[src/rtl/sat_pkg.sv]
// ----------------------------------------------------------------------------
// sat_pkg
// Shared types, codes and constants of the segment address translator.
// ----------------------------------------------------------------------------
package sat_pkg;

    localparam int SEGMENT_SLOTS = 16;
    localparam int SLOT_W        = (SEGMENT_SLOTS > 1) ? $clog2(SEGMENT_SLOTS) : 1;

    localparam int ADDR_W     = 32;
    localparam int INDEX_W    = 4;
    localparam int BYTES_W    = 5;
    localparam int DIV_STEPS  = ADDR_W;
    localparam int DIV_CNT_W  = $clog2(DIV_STEPS);

    localparam int Q_DEPTH    = 2;
    localparam int Q_PTR_W    = $clog2(Q_DEPTH);
    localparam int Q_CNT_W    = $clog2(Q_DEPTH + 1);

    localparam logic [ADDR_W-1:0] MAX_SEG_SIZE_RESET = 32'd64;

    localparam logic CMD_WRITE     = 1'b0;
    localparam logic CMD_TRANSLATE = 1'b1;

    localparam logic [1:0] SIZE_4      = 2'd0;
    localparam logic [1:0] SIZE_8      = 2'd1;
    localparam logic [1:0] SIZE_16     = 2'd2;
    localparam logic [1:0] SIZE_UNUSED = 2'd3;

    typedef enum logic [1:0] {
        ST_OK        = 2'd0,
        ST_NOT_FOUND = 2'd1,
        ST_SEG_FAULT = 2'd2
    } t_status;

    // classified request as held in the queue between front and back
    typedef struct packed {
        logic                is_write;
        logic [INDEX_W-1:0]  slot_index;
        logic                slot_valid;
        logic [ADDR_W-1:0]   entry_id;
        logic [ADDR_W-1:0]   entry_base;
        logic [ADDR_W-1:0]   entry_limit;
        logic [ADDR_W-1:0]   logical_address;
        logic [BYTES_W-1:0]  access_bytes;
        logic                check_bounds;
    } t_cmd;

    typedef struct packed {
        t_status            status;
        logic [ADDR_W-1:0]  physical_address;
        logic [ADDR_W-1:0]  segment_number;
        logic [ADDR_W-1:0]  segment_offset;
    } t_result;

    typedef struct packed {
        logic               start;
        logic [ADDR_W-1:0]  dividend;
        logic [ADDR_W-1:0]  divisor;
    } t_div_req;

    typedef struct packed {
        logic               done;
        logic [ADDR_W-1:0]  quotient;
        logic [ADDR_W-1:0]  remainder;
    } t_div_rsp;

    function automatic logic [BYTES_W-1:0] access_bytes(input logic [1:0] code);
        logic [BYTES_W-1:0] bytes;
        unique case (code)
            SIZE_8:  bytes = 5'd8;
            SIZE_16: bytes = 5'd16;
            default: bytes = 5'd4;
        endcase
        return bytes;
    endfunction

endpackage

[src/rtl/sat_front.sv]
// ----------------------------------------------------------------------------
// sat_front
// Accepts requests, decodes them into command records and holds them in a
// two-entry queue until the back end takes them.
// ----------------------------------------------------------------------------
module sat_front
    import sat_pkg::*;
(
    input  logic                i_clk,
    input  logic                i_rst_n,
    input  logic                i_push,
    output logic                o_full,
    input  logic                i_cmd,
    input  logic [INDEX_W-1:0]  i_slot_index,
    input  logic                i_slot_valid,
    input  logic [ADDR_W-1:0]   i_entry_id,
    input  logic [ADDR_W-1:0]   i_entry_base,
    input  logic [ADDR_W-1:0]   i_entry_limit,
    input  logic [ADDR_W-1:0]   i_logical_address,
    input  logic [1:0]          i_size_code,
    input  logic                i_check_bounds,
    output logic                o_head_valid,
    output t_cmd                o_head,
    input  logic                i_head_pop
);

    t_cmd                r_q [Q_DEPTH];
    logic [Q_PTR_W-1:0]  r_wr_ptr;
    logic [Q_PTR_W-1:0]  r_rd_ptr;
    logic [Q_CNT_W-1:0]  r_count;
    logic                push_ok;
    logic                pop_ok;
    t_cmd                cmd;

    assign o_full       = (r_count == Q_CNT_W'(Q_DEPTH));
    assign o_head_valid = (r_count != '0);
    assign o_head       = r_q[r_rd_ptr];
    assign push_ok      = i_push && !o_full;
    assign pop_ok       = i_head_pop && o_head_valid;

    always_comb begin
        cmd.is_write        = (i_cmd == CMD_WRITE);
        cmd.slot_index      = i_slot_index;
        cmd.slot_valid      = i_slot_valid;
        cmd.entry_id        = i_entry_id;
        cmd.entry_base      = i_entry_base;
        cmd.entry_limit     = i_entry_limit;
        cmd.logical_address = i_logical_address;
        cmd.access_bytes    = access_bytes(i_size_code);
        cmd.check_bounds    = i_check_bounds;
    end

    always_ff @(posedge i_clk) begin
        if (!i_rst_n) begin
            r_wr_ptr <= '0;
            r_rd_ptr <= '0;
            r_count  <= '0;
        end else begin
            if (push_ok) begin
                r_wr_ptr <= r_wr_ptr + 1'b1;
            end
            if (pop_ok) begin
                r_rd_ptr <= r_rd_ptr + 1'b1;
            end
            if (push_ok && !pop_ok) begin
                r_count <= r_count + 1'b1;
            end else if (pop_ok && !push_ok) begin
                r_count <= r_count - 1'b1;
            end
        end
    end

    always_ff @(posedge i_clk) begin
        if (push_ok) begin
            r_q[r_wr_ptr] <= cmd;
        end
    end

endmodule

[src/rtl/sat_divider.sv]
// ----------------------------------------------------------------------------
// sat_divider
// Restoring 32-bit unsigned divider, one quotient bit per cycle. The divisor
// must be non-zero.
// ----------------------------------------------------------------------------
module sat_divider
    import sat_pkg::*;
(
    input  logic      i_clk,
    input  logic      i_rst_n,
    input  t_div_req  i_req,
    output t_div_rsp  o_rsp
);

    logic [ADDR_W-1:0]     r_rem;
    logic [ADDR_W-1:0]     r_quo;
    logic [ADDR_W-1:0]     r_dvs;
    logic [DIV_CNT_W-1:0]  r_cnt;
    logic                  r_busy;
    logic                  r_done;
    logic [ADDR_W:0]       shifted;
    logic [ADDR_W:0]       diff;

    assign shifted = {r_rem, r_quo[ADDR_W-1]};
    assign diff    = shifted - {1'b0, r_dvs};

    assign o_rsp.done      = r_done;
    assign o_rsp.quotient  = r_quo;
    assign o_rsp.remainder = r_rem;

    always_ff @(posedge i_clk) begin
        if (!i_rst_n) begin
            r_busy <= 1'b0;
            r_done <= 1'b0;
        end else begin
            r_done <= 1'b0;
            if (i_req.start && !r_busy) begin
                r_busy <= 1'b1;
            end else if (r_busy && (r_cnt == DIV_CNT_W'(DIV_STEPS - 1))) begin
                r_busy <= 1'b0;
                r_done <= 1'b1;
            end
        end
    end

    always_ff @(posedge i_clk) begin
        if (i_req.start && !r_busy) begin
            r_rem <= '0;
            r_quo <= i_req.dividend;
            r_dvs <= i_req.divisor;
            r_cnt <= '0;
        end else if (r_busy) begin
            r_cnt <= r_cnt + 1'b1;
            // trial subtract, keep the shifted remainder when it goes negative
            if (!diff[ADDR_W]) begin
                r_rem <= diff[ADDR_W-1:0];
            end else begin
                r_rem <= shifted[ADDR_W-1:0];
            end
            r_quo <= {r_quo[ADDR_W-2:0], ~diff[ADDR_W]};
        end
    end

endmodule

[src/rtl/sat_back.sv]
// ----------------------------------------------------------------------------
// sat_back
// Executes queued commands: segment table writes, address split through the
// divider, id search, bounds check and the result register.
// ----------------------------------------------------------------------------
module sat_back
    import sat_pkg::*;
(
    input  logic               i_clk,
    input  logic               i_rst_n,
    input  logic [ADDR_W-1:0]  i_max_seg_size,
    input  logic               i_head_valid,
    input  t_cmd               i_head,
    output logic               o_head_pop,
    output t_div_req           o_div_req,
    input  t_div_rsp           i_div_rsp,
    input  logic               i_out_pop,
    output logic               o_out_valid,
    output t_result            o_out
);

    typedef enum logic [5:0] {
        S_IDLE = 6'b000001,
        S_DIV  = 6'b000010,
        S_LOOK = 6'b000100,
        S_SEL  = 6'b001000,
        S_CALC = 6'b010000,
        S_EMIT = 6'b100000
    } t_state;

    t_state                    r_state;
    t_state                    n_state;
    logic [SEGMENT_SLOTS-1:0]  r_slot_valid;
    logic [ADDR_W-1:0]         r_slot_id    [SEGMENT_SLOTS];
    logic [ADDR_W-1:0]         r_slot_base  [SEGMENT_SLOTS];
    logic [ADDR_W-1:0]         r_slot_limit [SEGMENT_SLOTS];

    t_cmd                      r_item;
    logic [ADDR_W-1:0]         r_segnum;
    logic [ADDR_W-1:0]         r_offset;
    logic [SEGMENT_SLOTS-1:0]  r_match;
    logic                      r_hit;
    logic [ADDR_W-1:0]         r_base;
    logic [ADDR_W-1:0]         r_limit;
    logic [ADDR_W-1:0]         r_span;
    logic [ADDR_W:0]           r_end;
    logic [ADDR_W-1:0]         r_phys;
    logic                      r_out_valid;
    t_result                   r_out;

    logic                      head_pop;
    logic                      size_zero;
    logic                      slot_in_range;
    logic [SLOT_W-1:0]         wr_slot;
    logic [SLOT_W-1:0]         hit_idx;
    logic                      out_load;
    t_result                   result;

    assign head_pop      = (r_state == S_IDLE) && i_head_valid;
    assign size_zero     = (i_max_seg_size == '0);
    assign slot_in_range = (32'(i_head.slot_index) < 32'(SEGMENT_SLOTS));
    assign wr_slot       = SLOT_W'(i_head.slot_index);
    assign out_load      = (r_state == S_EMIT) && (!r_out_valid || i_out_pop);

    assign o_head_pop         = head_pop;
    assign o_div_req.start    = head_pop && !i_head.is_write && !size_zero;
    assign o_div_req.dividend = i_head.logical_address;
    assign o_div_req.divisor  = i_max_seg_size;

    assign o_out_valid = r_out_valid;
    assign o_out       = r_out;

    // lowest-numbered matching slot wins
    always_comb begin
        hit_idx = '0;
        for (int i = SEGMENT_SLOTS - 1; i >= 0; i--) begin
            if (r_match[i]) begin
                hit_idx = SLOT_W'(i);
            end
        end
    end

    always_comb begin
        result.status           = ST_OK;
        result.physical_address = '0;
        result.segment_number   = '0;
        result.segment_offset   = '0;
        if (!r_item.is_write) begin
            result.segment_number = r_segnum;
            result.segment_offset = r_offset;
            if (!r_hit) begin
                result.status = ST_NOT_FOUND;
            end else if (r_item.check_bounds && (r_end > {1'b0, r_span})) begin
                result.status = ST_SEG_FAULT;
            end else begin
                result.physical_address = r_phys;
            end
        end
    end

    always_comb begin
        n_state = r_state;
        unique case (r_state)
            S_IDLE: begin
                if (i_head_valid) begin
                    if (i_head.is_write) begin
                        n_state = S_EMIT;
                    end else if (size_zero) begin
                        n_state = S_LOOK;
                    end else begin
                        n_state = S_DIV;
                    end
                end
            end
            S_DIV: begin
                if (i_div_rsp.done) begin
                    n_state = S_LOOK;
                end
            end
            S_LOOK: n_state = S_SEL;
            S_SEL:  n_state = S_CALC;
            S_CALC: n_state = S_EMIT;
            S_EMIT: begin
                if (out_load) begin
                    n_state = S_IDLE;
                end
            end
            default: n_state = S_IDLE;
        endcase
    end

    always_ff @(posedge i_clk) begin
        if (!i_rst_n) begin
            r_state      <= S_IDLE;
            r_slot_valid <= '0;
            r_out_valid  <= 1'b0;
        end else begin
            r_state <= n_state;
            if (head_pop && i_head.is_write && slot_in_range) begin
                r_slot_valid[wr_slot] <= i_head.slot_valid;
            end
            if (out_load) begin
                r_out_valid <= 1'b1;
            end else if (i_out_pop) begin
                r_out_valid <= 1'b0;
            end
        end
    end

    always_ff @(posedge i_clk) begin
        if (head_pop) begin
            r_item <= i_head;
            if (i_head.is_write && slot_in_range) begin
                r_slot_id[wr_slot]    <= i_head.entry_id;
                r_slot_base[wr_slot]  <= i_head.entry_base;
                r_slot_limit[wr_slot] <= i_head.entry_limit;
            end
            // zero segment size: all-ones number, whole address as offset
            r_segnum <= '1;
            r_offset <= i_head.logical_address;
        end
        if ((r_state == S_DIV) && i_div_rsp.done) begin
            r_segnum <= i_div_rsp.quotient;
            r_offset <= i_div_rsp.remainder;
        end
        if (r_state == S_LOOK) begin
            for (int i = 0; i < SEGMENT_SLOTS; i++) begin
                r_match[i] <= r_slot_valid[i] && (r_slot_id[i] == r_segnum);
            end
        end
        if (r_state == S_SEL) begin
            r_hit   <= |r_match;
            r_base  <= r_slot_base[hit_idx];
            r_limit <= r_slot_limit[hit_idx];
        end
        if (r_state == S_CALC) begin
            r_span <= r_limit - r_base;
            r_end  <= {1'b0, r_offset} + (ADDR_W + 1)'(r_item.access_bytes);
            r_phys <= r_base + r_offset;
        end
        if (out_load) begin
            r_out <= result;
        end
    end

endmodule

[src/rtl/segment_address_translator.sv]
// ----------------------------------------------------------------------------
// segment_address_translator
// Base/limit segmentation: a segment table of 16 slots, written by request,
// and translation of logical addresses into physical ones.
// ----------------------------------------------------------------------------
// Requests enter through a queue port: push is taken when full is low. Each
// request gives exactly one result, in request order, shown on the result
// ports while empty is low and taken by pop. The segment size register is
// written over its own valid/ready channel (ready is always high); the user
// must write it only while the block is idle; the block does not check it.
// A two-entry request queue sits in front of a sequencer, and a result
// register behind it, so requests keep being taken while a result waits.
// A table write goes from the queue head straight to the result register;
// a translate request passes the 32-step divider that splits the address
// into segment number and offset, then the id search, the bounds arithmetic
// and the result register; with a zero segment size the divider is skipped.
// One request is worked on at a time, so the next one is taken from the queue
// only once the last result has been loaded into the result register.
// After reset all slots are invalid and the segment size is 64. If pop stays
// low the result register holds, then the sequencer stops, then the queue
// fills and full goes high.
// ----------------------------------------------------------------------------
module segment_address_translator
    import sat_pkg::*;
(
    input  logic                i_clk,
    input  logic                i_rst_n,
    input  logic                push,
    output logic                full,
    input  logic                i_cmd,
    input  logic [INDEX_W-1:0]  i_slot_index,
    input  logic                i_slot_valid,
    input  logic [ADDR_W-1:0]   i_entry_id,
    input  logic [ADDR_W-1:0]   i_entry_base,
    input  logic [ADDR_W-1:0]   i_entry_limit,
    input  logic [ADDR_W-1:0]   i_logical_address,
    input  logic [1:0]          i_size_code,
    input  logic                i_check_bounds,
    output logic                empty,
    input  logic                pop,
    output logic [1:0]          o_status,
    output logic [ADDR_W-1:0]   o_physical_address,
    output logic [ADDR_W-1:0]   o_segment_number,
    output logic [ADDR_W-1:0]   o_segment_offset,
    input  logic                i_cfg_valid,
    output logic                o_cfg_ready,
    input  logic [ADDR_W-1:0]   i_cfg_data
);

    logic [ADDR_W-1:0]  r_max_seg_size;
    logic               head_valid;
    t_cmd               head;
    logic               head_pop;
    t_div_req           div_req;
    t_div_rsp           div_rsp;
    logic               out_valid;
    t_result            out_res;
    logic               out_pop;

    assign o_cfg_ready = 1'b1;

    always_ff @(posedge i_clk) begin
        if (!i_rst_n) begin
            r_max_seg_size <= MAX_SEG_SIZE_RESET;
        end else if (i_cfg_valid && o_cfg_ready) begin
            r_max_seg_size <= i_cfg_data;
        end
    end

    sat_front u_front (
        .i_clk             (i_clk),
        .i_rst_n           (i_rst_n),
        .i_push            (push),
        .o_full            (full),
        .i_cmd             (i_cmd),
        .i_slot_index      (i_slot_index),
        .i_slot_valid      (i_slot_valid),
        .i_entry_id        (i_entry_id),
        .i_entry_base      (i_entry_base),
        .i_entry_limit     (i_entry_limit),
        .i_logical_address (i_logical_address),
        .i_size_code       (i_size_code),
        .i_check_bounds    (i_check_bounds),
        .o_head_valid      (head_valid),
        .o_head            (head),
        .i_head_pop        (head_pop)
    );

    sat_divider u_divider (
        .i_clk   (i_clk),
        .i_rst_n (i_rst_n),
        .i_req   (div_req),
        .o_rsp   (div_rsp)
    );

    sat_back u_back (
        .i_clk          (i_clk),
        .i_rst_n        (i_rst_n),
        .i_max_seg_size (r_max_seg_size),
        .i_head_valid   (head_valid),
        .i_head         (head),
        .o_head_pop     (head_pop),
        .o_div_req      (div_req),
        .i_div_rsp      (div_rsp),
        .i_out_pop      (out_pop),
        .o_out_valid    (out_valid),
        .o_out          (out_res)
    );

    assign empty   = !out_valid;
    assign out_pop = pop && out_valid;

    assign o_status           = out_res.status;
    assign o_physical_address = out_res.physical_address;
    assign o_segment_number   = out_res.segment_number;
    assign o_segment_offset   = out_res.segment_offset;

endmodule
[config.mk]
export PLATFORM = sky130hd
export DESIGN_NAME = segment_address_translator
export DESIGN_NICKNAME = d
export VERILOG_FILES = /design/src/rtl/sat_pkg.sv /design/src/rtl/sat_front.sv /design/src/rtl/sat_divider.sv /design/src/rtl/sat_back.sv /design/src/rtl/segment_address_translator.sv
export SDC_FILE = /design/constraint.sdc
export NUM_CORES = 2
export LEC_CHECK = 0
export BUFFER_PORTS_ARGS = -buffer_cell sky130_fd_sc_hd__buf_2
export CORE_MARGIN = 4
export CORE_UTILIZATION = 40
export DETAILED_ROUTE_END_ITERATION = 12
export GPL_ROUTABILITY_DRIVEN = 0
export SETUP_SLACK_MARGIN = 0.05
export SYNTH_ARGS = -nofsm -noshare
export SYNTH_HDL_FRONTEND = slang
export SYNTH_SLANG_ARGS = --single-unit
[constraint.sdc]
create_clock -name i_clk -period 13.2 [get_ports i_clk]
set_clock_uncertainty 0.15 [all_clocks]
set_input_delay 0.66 -clock i_clk [delete_from_list [all_inputs] [get_ports i_clk]]
set_output_delay 0.66 -clock i_clk [all_outputs]
set_load 0.03 [all_outputs]
==> out/qor.csv <==
metric;value;unit
status;completed;
Core Region;239000;um^2
pre-CTS WS;8.05;ns
GRT Overall Usage;21.5;%
Worst slew margin;6.39;%
DR vias/cell;5.46;
CTS tree;yes;
gr busiest metal;met2;
met2 usage;34.9;%
full die area;248000;um^2
Avg Cell Area, Syn;14.8;um^2
Avg WL per Cell;26.5;um
sequential fraction of the synthesis area;71.5;%
Startpoint Class;flop;
clock transition at the registers of the reported paths;0.07;ns
Worst VDD drop;0.123;mV
Final setup viols;0;
power per cell area;172;nW/um^2
Max Cap Violations;0;
YS warnings;0;
DP HPWL;163000;um
# DRC;0;
Distinct cells, synth;83;
GR Overflow Total;0;
Layout fillers;20600;
post-cts gate resize count;0;
placed cell area;101000;um^2
routed wire length;274000;um
asr flop ratio synth;0;%
number of buffers created by CTS;235;
nets;7287;
multi-input logic area;25900;um^2
hold buffers post-CTS;170;
Leakage;36.8;nW
min Tclk post-route;5.23;ns
vias in the first global route;55100;
min-delay worst type;in -> reg;
Sink Count;2320;
Final Hold Vio Count;0;
share of cells above drive strength 1;12.9;%
Mapped Cells;6481;
Vias;56500;
Arr. time, crit path;5.66;ns
FF+latch area;68700;um^2
critical path endpoint category;flop;
Slowest-stage cell, CP;buf_12;
Clock Latency Late Sink;0.89;ns
syn_nets;6793;
Finished Cell Area;111000;um^2
Layout area overhead;15.2;%
unrepaired setup endpoints after global routing;false;
crit-path max FO;161;
FP Rows;179;
height of the die;498;um
ANT nets after route;0;
# IOs;275;
Slowest Stage Delay on Critical Path;0.74;ns
GR Util met1;29.3;%
Fmax;191;MHz
crit path cell chain;o31ai_1 -> a211oi_1 -> nor3_1 -> o31a_2 -> buf_12 -> buf_12 -> buf_12 -> mux2i_1 -> mux2i_1 -> mux2i_1 -> a211oi_1;
Clock Tree Buf Depth;3;
CTS HTree Levels;4;
Main synth FF type;edfxtp_1;
initial antenna violation count;18;
port buffer count;273;
largest net degree at the start of global routing;175;
Post-CTS Setup Bufs;0;
global-route wire length before repair;390000;um
Mapped Area;96100;um^2
Final Max Tran Viols;0;
initial drt markers;5671;
Root Driver;clkbuf_16;
Setup TNS;0;ns
CP Class;reg -> reg;
met3 Usage GRT;3.27;%
worst setup margin;7.97;ns
slew at the pin with the worst max-slew slack;1.39;ns
number of synthesized flops with an enable pin;2221;
flops & latches, synth;2320;
Tcrit/Tclk final;39.6;%
WP data required;13.63;ns
DR pass1 iterations;6;
total power;0.0191;W
Die Span X;498;um
Initial Util;40.3;%
-- cell families after synthesis --
| family | count (synthesis) | synth area share (%) |
|---|---|---|
| adder cells (fa/ha/maj) | 138 | 1.83 |
| AND/OR/NAND/NOR | 1634 | 8.09 |
| other | 1 | 0.00390 |
| buffers and inverters | 461 | 1.88 |
| flip-flops | 2320 | 71.5 |
| multiplexers | 625 | 6.64 |
| AO/OA/AOI/OAI | 683 | 4.45 |
| XOR/XNOR | 619 | 5.64 |
-- per-layer routing --
metal / vias up / wire length [um]
met1: 28800 / 115000
li1: 25100 / -
met2: 2164 / 129000
met5: - / 21
met4: 4 / 10500
met3: 455 / 19000
-- registers in the layout, summed over array words and instances (netlist names), 5 cells and up, named ones only --
signal and flops:
u_back.r_slot_base 512, u_back.r_slot_id 512, u_back.r_slot_limit 512, u_front.r_q 276, u_back.o_out 98, u_back.r_end 33, r_max_seg_size 32, u_back.r_base 32
u_back.r_limit 32, u_back.r_offset 32, u_back.r_phys 32, u_back.r_segnum 32, u_back.r_span 32, u_divider.r_dvs 32, u_divider.r_quo 32, u_divider.r_rem 32
u_back.r_match 16, u_back.r_slot_valid 16, u_back.r_state 6, u_back.r_item 5, u_divider.r_cnt 5
-- power by group --
group	switching (W)	leakage, nW	internal, W
logic	0.00220	12.4	0.000835
clock network	0.00283	3.67	0.00366
registers	0.000328	20.8	0.00921
-- cells in the final DEF, fill, tap and decap left out, types with 120 or more instances in the layout --
cell	n
clkbuf_16	242
xnor2_1	490
buf_4	120
xor2_1	129
ha_1	134
inv_1	151
a21oi_1	253
dlygate4sd3_1	170
mux2i_1	522
nand3_1	316
nand4_1	122
buf_2	273
nor2_1	124
nand2_1	665
edfxtp_1	2221
-- synth_stat cells, types with 3 or more instances --
cell type	number	share of area, %
nand2_1	669	2.6
and3_1	17	0.11
o221ai_1	4	0.036
inv_1	151	0.59
nand4_1	122	0.79
xnor2_1	490	4.5
a211oi_1	72	0.56
or2_2	34	0.22
nand3_1	316	1.6
buf_2	33	0.17
a221oi_1	4	0.036
a21o_1	58	0.45
nor4_1	66	0.43
a21oi_1	253	1.3
o21ai_1	12	0.062
clkbuf_1	231	0.90
o21bai_1	15	0.12
nor2_1	143	0.56
buf_6	3	0.035
dfxtp_1	99	2.1
a22o_1	3	0.027
or3_1	9	0.059
a31oi_1	39	0.25
fa_1	4	0.083
o211ai_1	6	0.047
ha_1	134	1.7
o21a_1	18	0.14
xor2_1	129	1.2
o2111ai_1	3	0.027
and4_1	3	0.027
edfxtp_1	2221	69
a21boi_0	8	0.062
o31a_1	5	0.046
nand3b_1	3	0.023
nor3_1	73	0.38
mux2_2	103	1.2
nand2b_1	19	0.12
buf_1	40	0.16
buf_4	3	0.023
mux2i_1	522	5.4
nor2b_1	110	0.72
o21ai_0	109	0.57
and2_1	21	0.14
nor3b_1	19	0.15
o31ai_1	38	0.30
-- through the flow --
stage | hold WS, ns | util (%) | std cells
after CTS | 0.124 | 46.4 | 10300
after global routing | 0.177 | 46.4 | 10300
after global placement | 0.301 | 42.5 | 9735
after detailed placement | 0.294 | 42.5 | 9735
after floorplan | 0.280 | - | 6481
final | 0.202 | 46.4 | 10400
-- final timing paths --
| kind | slack (ns) | to | cells past startpoint | startpoint |
|---|---|---|---|---|
| setup reg to reg | 7.97 | u_back.r_base[23]$_DFFE_PP_ | 11 | u_back.r_match[13]$_DFFE_PP_ |
| hold reg to reg | 0.31 | u_divider.r_dvs[25]$_DFFE_PP_ | 0 | r_max_seg_size[25]$_SDFFE_PN0P_ |
| setup / recovery | 7.97 | u_back.r_base[23]$_DFFE_PP_ | 11 | u_back.r_match[13]$_DFFE_PP_ |
| hold / removal | 0.20 | u_back.o_out_valid$_SDFFE_PN0P_ | 3 | pop |
-- worst max-delay path: cells and delay by family (launching register included) --
family	cells	cell delay (ns)
buffers and inverters	3	2.00
flip-flops	1	0.43
AO/OA/AOI/OAI	4	0.80
AND/OR/NAND/NOR	1	0.36
multiplexers	3	0.71
-- final cells by class --
class / count / area share (%)
inverter: 151 / 0.512
multi-input combinational: 3700 / 23.4
tap: 3167 / 3.58
timing repair buffer: 567 / 3.66
clock buffer: 297 / 5.71
antenna: 9 / 0.0203
clock inverter: 141 / 1.09
sequential: 2320 / 62.1
No activity file was read; power rests on OpenSTA's default activity.
